**src/sv/ldrf_pkg.sv**
```systemverilog
// shared constants for the longest distinct run finder
`default_nettype none

package ldrf_pkg;

   localparam int MAX_LEN     = 256;
   // a run without repeats can never be longer than the byte alphabet
   localparam int CELL_COUNT  = (MAX_LEN < 256) ? MAX_LEN : 256;
   localparam int CHAR_W      = 8;
   localparam int CELL_IDX_W  = (CELL_COUNT > 1) ? $clog2(CELL_COUNT) : 1;
   localparam int POS_W       = $clog2(MAX_LEN + 1);
   localparam int LEN_W       = 9;
   localparam int START_W     = 8;
   localparam int REQ_DATA_W  = 8;
   localparam int RSP_DATA_W  = 24;

   typedef logic [CHAR_W-1:0] char_type;
   typedef logic [LEN_W-1:0]  len_type;
   typedef logic [POS_W-1:0]  pos_type;

endpackage

`default_nettype wire

```
**src/sv/ldrf_cell.sv**
```systemverilog
// one cell of the history line: holds a past byte and compares it with the new one
`default_nettype none

module ldrf_cell (
   input  wire                     clock,
   input  wire                     shift_en,
   input  wire ldrf_pkg::char_type char_in,
   output ldrf_pkg::char_type      char_out,
   input  wire ldrf_pkg::char_type probe_code,
   input  wire                     in_window,
   output logic                    hit
);

   ldrf_pkg::char_type stored_ff;
   ldrf_pkg::char_type stored_in;

   assign stored_in = shift_en ? char_in : stored_ff;

   always_ff @(posedge clock) begin
      stored_ff <= stored_in;
   end

   assign char_out = stored_ff;
   assign hit      = in_window && (stored_ff == probe_code);

endmodule

`default_nettype wire

```
**src/sv/longest_distinct_run_finder_unit.sv**
```systemverilog
// top level: cell chain of recent bytes plus run length and best-run tracking
//
// Usage: bytes of a string arrive on the req_ stream, one per beat, req_tlast on
// the final byte. Each byte is shifted into a row of cells that holds the most
// recent bytes; all cells inside the current window compare against the new
// byte in the same cycle, and a hit shortens the window to just past the
// earlier copy. The longest window and its start are tracked as bytes arrive.
// On the final byte one result beat is loaded into the rsp_ output register
// and all tracking state is cleared. Throughput is one byte per cycle, set by
// the combinational compare across the cell row, unless a final byte is held
// by a stall on rsp_tready behind the output register: while a
// result waits, further bytes are still taken until another final byte
// arrives, which waits in req_ until the result is taken.
// Bytes beyond the maximum length are dropped and set the overflow bit.
// Reset (synchronous, active high) clears the counters and the output valid;
// the cell contents need no reset, as the window length masks them.
`default_nettype none

module longest_distinct_run_finder_unit (
   input  wire         clock,
   input  wire         reset,
   input  wire         req_tvalid,
   output logic        req_tready,
   input  wire  [7:0]  req_tdata,   // [7:0] char_code
   input  wire         req_tlast,   // last_char
   output logic        rsp_tvalid,
   input  wire         rsp_tready,
   output logic [23:0] rsp_tdata    // [8:0] longest_length, [16:9] start_index,
                                    // [17] overflow, [23:18] zero
);

   localparam int N = ldrf_pkg::CELL_COUNT;

   ldrf_pkg::char_type chain [N];
   logic [N-1:0]       hit;
   logic [N-1:0]       in_win;

   ldrf_pkg::len_type  cur_len_ff, cur_len_in;
   ldrf_pkg::pos_type  position_ff, position_in;
   ldrf_pkg::len_type  best_len_ff, best_len_in;
   logic [7:0]         best_start_ff, best_start_in;
   logic               overflow_ff, overflow_in;
   logic               rsp_valid_ff, rsp_valid_in;
   logic [23:0]        rsp_data_ff, rsp_data_in;

   logic                              accept;
   logic                              room;
   logic                              hit_any;
   logic [ldrf_pkg::CELL_IDX_W-1:0]   hit_idx;
   ldrf_pkg::len_type                 new_len;
   logic [7:0]                        new_start;
   ldrf_pkg::len_type                 run_best_len;
   logic [7:0]                        run_best_start;
   logic                              run_overflow;

   assign req_tready = !(req_tlast && rsp_valid_ff && !rsp_tready);
   assign accept     = req_tvalid && req_tready;
   assign room       = position_ff < ldrf_pkg::pos_type'(ldrf_pkg::MAX_LEN);

   // cell k holds the byte seen k+1 beats ago
   for (genvar k = 0; k < N; k++) begin : g_cell
      assign in_win[k] = ldrf_pkg::len_type'(k) < cur_len_ff;
      ldrf_cell u_cell (
         .clock      (clock),
         .shift_en   (accept && room),
         .char_in    ((k == 0) ? req_tdata : chain[(k == 0) ? 0 : k-1]),
         .char_out   (chain[k]),
         .probe_code (req_tdata),
         .in_window  (in_win[k]),
         .hit        (hit[k])
      );
   end

   // bytes in the window are distinct, so at most one cell hits
   always_comb begin
      hit_idx = '0;
      for (int k = 0; k < N; k++) begin
         if (hit[k]) begin
            hit_idx = hit_idx | ldrf_pkg::CELL_IDX_W'(k);
         end
      end
   end

   assign hit_any   = |hit;
   assign new_len   = hit_any ? ldrf_pkg::len_type'(hit_idx) + ldrf_pkg::len_type'(1)
                              : cur_len_ff + ldrf_pkg::len_type'(1);
   assign new_start = 8'(position_ff) + 8'd1 - new_len[7:0];

   always_comb begin
      run_best_len   = best_len_ff;
      run_best_start = best_start_ff;
      run_overflow   = overflow_ff;
      if (room) begin
         if (new_len > best_len_ff) begin
            run_best_len   = new_len;
            run_best_start = new_start;
         end
      end else begin
         run_overflow = 1'b1;
      end
   end

   always_comb begin
      cur_len_in    = cur_len_ff;
      position_in   = position_ff;
      best_len_in   = best_len_ff;
      best_start_in = best_start_ff;
      overflow_in   = overflow_ff;
      rsp_valid_in  = rsp_valid_ff && !rsp_tready;
      rsp_data_in   = rsp_data_ff;
      if (accept) begin
         if (req_tlast) begin
            cur_len_in    = '0;
            position_in   = '0;
            best_len_in   = '0;
            best_start_in = '0;
            overflow_in   = 1'b0;
            rsp_valid_in  = 1'b1;
            rsp_data_in   = {6'd0, run_overflow, run_best_start, run_best_len};
         end else begin
            best_len_in   = run_best_len;
            best_start_in = run_best_start;
            overflow_in   = run_overflow;
            if (room) begin
               cur_len_in  = new_len;
               position_in = position_ff + ldrf_pkg::pos_type'(1);
            end
         end
      end
   end

   always_ff @(posedge clock) begin
      if (reset) begin
         cur_len_ff    <= '0;
         position_ff   <= '0;
         best_len_ff   <= '0;
         best_start_ff <= '0;
         overflow_ff   <= 1'b0;
         rsp_valid_ff  <= 1'b0;
      end else begin
         cur_len_ff    <= cur_len_in;
         position_ff   <= position_in;
         best_len_ff   <= best_len_in;
         best_start_ff <= best_start_in;
         overflow_ff   <= overflow_in;
         rsp_valid_ff  <= rsp_valid_in;
      end
      rsp_data_ff <= rsp_data_in;
   end

   assign rsp_tvalid = rsp_valid_ff;
   assign rsp_tdata  = rsp_data_ff;

endmodule

`default_nettype wire

```
**config.mk**
```make
export PLATFORM = sky130hd
export DESIGN_NAME = longest_distinct_run_finder_unit
export DESIGN_NICKNAME = d
export VERILOG_FILES = /design/src/sv/ldrf_pkg.sv /design/src/sv/ldrf_cell.sv /design/src/sv/longest_distinct_run_finder_unit.sv
export SDC_FILE = /design/constraint.sdc
export NUM_CORES = 2
export LEC_CHECK = 0
export BUFFER_PORTS_ARGS = -buffer_cell sky130_fd_sc_hd__buf_4
export CAP_MARGIN = 25
export CORE_ASPECT_RATIO = 0.5
export CORE_MARGIN = 2
export CORE_UTILIZATION = 43
export DETAILED_ROUTE_END_ITERATION = 8
export SETUP_SLACK_MARGIN = 0.5
export SYNTH_ARGS = -nofsm -noshare
export SYNTH_HDL_FRONTEND = slang
export SYNTH_SLANG_ARGS = --single-unit
```
**constraint.sdc**
```tcl
create_clock -name clock -period 273.6 [get_ports clock]
set_input_delay 27.36 -clock clock [delete_from_list [all_inputs] [get_ports clock]]
set_output_delay 27.36 -clock clock [all_outputs]
set_load 0.02 [all_outputs]
```
### Yosys cells after proc, flatten, opt, wreduce, memory -nomap -nowiden

Cells that the tools add are included.

| operators by class | value |
|---|---|
| add/subtract/negate cells | 5 |
| $lt $le $gt $ge | 258 |
| equal/unequal tests | 258 |
| mux-type cells | 284 |
| reductions and logical operators | 266 |

Operators by type and width:

| kind | count |
|---|---|
| == test 8 bit | 256 |
| < comparator 8 x 9 -> 1 bit, first input constant | 128 |
| two-way mux 8 bit | 133 |
| < comparator 7 x 9 -> 1 bit, first input constant | 64 |
| two-way mux 7 bit | 64 |
| < comparator 6 x 9 -> 1 bit, first input constant | 32 |
| logical AND 1 bit | 261 |
| OR reduction 256 bit | 1 |
| two-way mux 6 bit | 32 |
| < comparator 5 x 9 -> 1 bit, first input constant | 16 |
| two-way mux 9 bit | 16 |
| two-way mux 5 bit | 16 |
| < comparator 4 x 9 -> 1 bit, first input constant | 8 |
| two-way mux 24 bit | 2 |
| < comparator 3 x 9 -> 1 bit, first input constant | 4 |
| two-way mux 4 bit | 8 |
| adder 9 x 1 -> 9 bit, second input constant | 2 |
| < comparator 1 x 9 -> 1 bit, first input constant | 2 |
| < comparator 2 x 9 -> 1 bit, first input constant | 2 |
| two-way mux 3 bit | 4 |
| adder 8 x 1 -> 9 bit, second input constant | 1 |
| greater-than comparator 9 bit | 1 |
| < comparator 9 bit, second input constant | 1 |
| adder 8 x 1 -> 8 bit, second input constant | 1 |
| other kinds (7) | 16 |

| word-level totals | value |
|---|---|
| register bits after elaboration | 2109 |
| input port bits | 13 |
| output and inout bits | 26 |

### Logic depth before layout (Yosys ltp)

| depth | value |
|---|---|
| word-level depth | 265 |
| mapped depth | 37 |
| mapped depth without buffers | 27 |

### By module

A second synthesis with hierarchy kept.

| unflattened totals | value |
|---|---|
| cell total of the unflattened synthesis | 6121 |
| area total of the unflattened synthesis | 92478.7 µm² |

By module, submodules not included:

| module | times used | cells each | area each (µm²) | sequential area each (µm²) |
|---|---|---|---|---|
| ldrf_cell | 256 | 20 | 335.3 | 240.2 |
| longest_distinct_run_finder_unit | 1 | 1001 | 6636.4 | 1281.2 |

### Worst setup path after synthesis

OpenSTA, ideal clock, no wires.

| path | value |
|---|---|
| kind | in2reg |
| start point | in req_tlast |
| end point | reg position_ff[0] |
| arrival | 124.125 ns |
| setup slack | 149.273 ns |
| stages on the path | 7 |
| cells stage by stage | clkbuf_1 nand3b_1 nand2_1 nor2_1 nor2_1 mux2i_1 nor2_1 |

| on the way | value |
|---|---|
| cells in the longest elaborated chain, start to end | 6 |

Ends and longest elaborated chain:

| item | RTL line | RTL |
|---|---|---|
| start, declared | longest_distinct_run_finder_unit.sv:25 | `input wire req_tlast,` |
| logical AND 1 bit (*) (2 in series) | longest_distinct_run_finder_unit.sv:56 | `assign req_tready = !(req_tlast && rsp_valid_ff && !rsp_tready);` |
| zero test 1 bit (*) | longest_distinct_run_finder_unit.sv:56 |  |
| net req_tready | longest_distinct_run_finder_unit.sv:23 | `output logic req_tready,` |
| logical AND 1 bit (*) | longest_distinct_run_finder_unit.sv:57 | `assign accept = req_tvalid && req_tready;` |
| != test 3 x 2 -> 1 bit (no line) | -- |  |
| AND reduction 2 bit (no line) (*) | -- |  |
| end signal, assigned | longest_distinct_run_finder_unit.sv:142 | `position_ff <= position_in;` |
| end, declared | longest_distinct_run_finder_unit.sv:39 | `ldrf_pkg::pos_type position_ff, position_in;` |

The timed path passes the listed nets; every way through them passes the cells marked *. The select of a mux whose other input is x is not followed.
A chain may end at the register's enable or synchronous reset.

### Worst setup path in the final report

| path | value |
|---|---|
| start point | in rsp_tready |
| end point | out req_tready |

| on the way | value |
|---|---|
| cells in the longest elaborated chain, start to end | 3 |

Ends and longest elaborated chain:

| item | RTL line | RTL |
|---|---|---|
| start, declared | longest_distinct_run_finder_unit.sv:27 | `input wire rsp_tready,` |
| zero test 1 bit | longest_distinct_run_finder_unit.sv:56 |  |
| logical AND 1 bit | longest_distinct_run_finder_unit.sv:56 |  |
| zero test 1 bit | longest_distinct_run_finder_unit.sv:56 |  |
| end, declared | longest_distinct_run_finder_unit.sv:23 |  |

No other way between the ends.

==> qor.yml <==
status: "finished, final reports clean"
dieArea_um2: 220300
final_max_slew_viol_count: 0
num_vias: 53680
synthSimpleGateAreaFrac: 0.07255
ir_worst_vdd_uv: 4.662
finClkSkew_ns: 0.05432
ys_seq_area_frac: 0.6749
async_flop_share: 0
synth-seq-cells: 2103
finalHoldViolations: 0
tightest_slew_ns: 1.231
wl_met2_mm: 114.4
met3_wirelength_mm: 30.61
drive_gt1_frac: 0.08116
finalCritPeriodShare: 0.2018
core_area_um2: 214600
grt_max_degree: 207
cts_htree_levels: 4
cts_buffers: 199
end_kind: "output pin"
powerDensity_nw_per_um2: 6.934
initial_core_util: 0.4335
r2r_end: "best_start_ff[2]$_SDFFE_PP0P_"
viasPerCell: 5.815
arrival_ns: 27.85
synth.most_common_cell: "edfxtp_1"
synth_xor_xnor_area_share: 0.1946
post_cts_resized: 0
timing.rr.start: "cur_len_ff[2]$_SDFFE_PP0P_"
synthCells: 6132
power_frac_comb: 0.071
hold_ws_ns: 0.4446
worstSetupStartpointType: "input pin"
grt_pass1_wl_mm: 385.9
synth_top_family_by_area: "XOR/XNOR gates"
fin_ws_ns: 218.40
synth_mux_area_frac: 0.001735
switching_power_uw: 168.3
rsz0062_at_grt: "false"
syn_to_final_growth_pct: 10.27
clkSinkCount: 2103
postRouteAntennaNets: 0
antenna_found_initial: 25
synth_commonest_cells: "edfxtp_1 (2066), xor2_1 (1147), xnor2_1 (917)"
power_frac_seq: 0.551
routed_wl_mm: 272.2
dr.first_iter.drc_count: 7190
clock_latency_ns: 0.88
first_global_vias: 52380
fmax_mhz: 18.11
hold_buffers: 0
r2r_setup_slack_ns: 263.44
p_sw_frac: 0.2366
power.leakage_uw: 0.03413
cts_tree: "built"
post-place-ws_ns: 218.39
path_class: "input pin to output pin"
path_max_fanout: 3
die_h_um: 332.9
synth.area.top_cells: "edfxtp_1 (67%), xor2_1 (11%), xnor2_1 (8.6%)"
nNetsFinal: 6242
synth_warnings: 0
hp-class: "flip-flop to flip-flop"
yosys.area.top_type: "edfxtp_1"
drv_cap: 0
avgSynthCellArea_um2: 15.17
port_buffers: 32
grt_usage: 0.2424
post_drt_wl_per_cell_um: 29.49
grt_overflow: 0
ios: 39
cts-root-buf: "clkbuf_16"
postCtsSetupBuffers: 0
die_w_um: 661.8
crit_required_ns: 246.24
dr.pass1.iters: 6
route.detailed.drc: 0
intPower_uw: 543.0
hpwl_mm: 185.8
yosys_most_used_dff: "edfxtp_1"
setup_viol: 0
setup_tns_ns: 0
period_minus_slack_ns: 55.21
synth.distinct_cells: 97
synth_edf_count: 2066
wirelength_met1_mm: 119.1
top_layer: "met5"
max-slew-margin-rel: 0.1706
syn_area_um2: 93020
synth_compound_area_frac: 0.03025
yosysTopAreaCellShare: 0.6669
path_clk_slew_ns: 0.07
worstRegToRegCells: 29
whs_path_depth: 0
min_from: "g_cell[108].u_cell.char_out[7]$_DFFE_PP_"
place_congestion: 1.023
synthAdderAreaFrac: 0.003443
p_clk_frac: 0.378
ctsLongestPathBuffers: 4
rows: 120
holdPathEnd: "g_cell[109].u_cell.char_out[7]$_DFFE_PP_"
==> worst max-delay path: stages <==
cell,delay (ns)
buf_4,0.11
nand3b_1,0.19
buf_4,0.18
==> layer usage <==
| metal | up-vias | GRT usage |
|---|---|---|
| li1 | 22850 | - |
| met1 | 27730 | 0.3524 |
| met2 | 2605 | 0.3441 |
| met3 | 478 | 0.08163 |
| met4 | 12 | 0.06788 |
| met5 | - | 0 |
==> power groups by stage <==
stage / Sequential [µW] / Clock, µW / Combinational (µW)
final: 392 / 269 / 50.6
after global routing: 394 / 284 / 54.9
after CTS: 392 / 272 / 50.5
after detailed placement: 398 / 0 / 50.2
after global placement: 398 / 0 / 49.2
after floorplan: 445 / 0 / 39.2
==> final cells by class <==
cell class / count / area (µm²)
Inverter: 27 / 101.3
Clock buffer: 251 / 5215
Tap cell: 2867 / 3587
Antenna cell: 6 / 15.01
Timing Repair Buffer: 187 / 1733
Sequential cell: 2103 / 62790
Fill cell: 18330 / 112000
Clock inverter: 104 / 858.3
Multi-Input combinational cell: 3686 / 28270
==> layout by cell type, fill, tap and decap left out, drive strengths merged, types with 16 or more instances in the layout <==
master   Yosys  final
a22oi       19     19
dfxtp       37     37
nand3      109    109
and3        22     22
nor3        78     78
clkbuf      59    255
xor2      1147   1147
o2111ai     27     27
ha          24     24
or3         26     26
a211oi      24     24
edfxtp    2066   2066
o211ai      24     24
clkinv       0     80
nand4      263    263
a31oi       19     19
xnor2      917    917
nor4       315    315
a2111oi     16     16
buf        262    183
inv         27     31
a21oi       67     67
or4         20     20
nor2       126    126
o21ai       94     94
nand2      112    112
==> state kept, by name, indices dropped and copies added, names as in the netlist <==
register / cells
rsp_tdata: 18
rsp_tvalid: 1
best_len_ff: 9
g_cell.u_cell.char_out: 2048
overflow_ff: 1
cur_len_ff: 9
position_ff: 9
best_start_ff: 8
==> worst max-delay path by stage <==
stage	from	end	slack, ns	cells past startpoint
after CTS	rsp_tready	req_tready	218.39	3
after detailed placement	rsp_tready	req_tready	218.39	3
after global placement	rsp_tready	req_tready	218.38	3
after global routing	rsp_tready	req_tready	218.36	3
final	rsp_tready	req_tready	218.40	3
after floorplan	req_tlast	position_ff[0]$_SDFFE_PP0P_	149.27	7
==> through the flow <==
step / utilization / cells / cell area (µm²) / total power, µW
after floorplan: - / 6137 / 93040 / 483.8
after global placement: 0.4483 / 8843 / 96190 / 447.4
after detailed placement: 0.4488 / 8853 / 96300 / 448.6
after CTS: 0.4771 / 9208 / 102400 / 714.3
after global routing: 0.4780 / 9226 / 102600 / 732.7
final: 0.4781 / 9231 / 102600 / 711.2
==> logic make-up after synthesis <==
logic type                 count (synthesis)
xor gates and xnor gates                2065
other                                      1
DFF                                     2103
buffers and inverters                    348
and+or+nand+nor                         1171
AOI/OAI and AO/OA                        404
adders and majority gates                 25
muxes                                     15
Power figures use the tool's default switching activity.
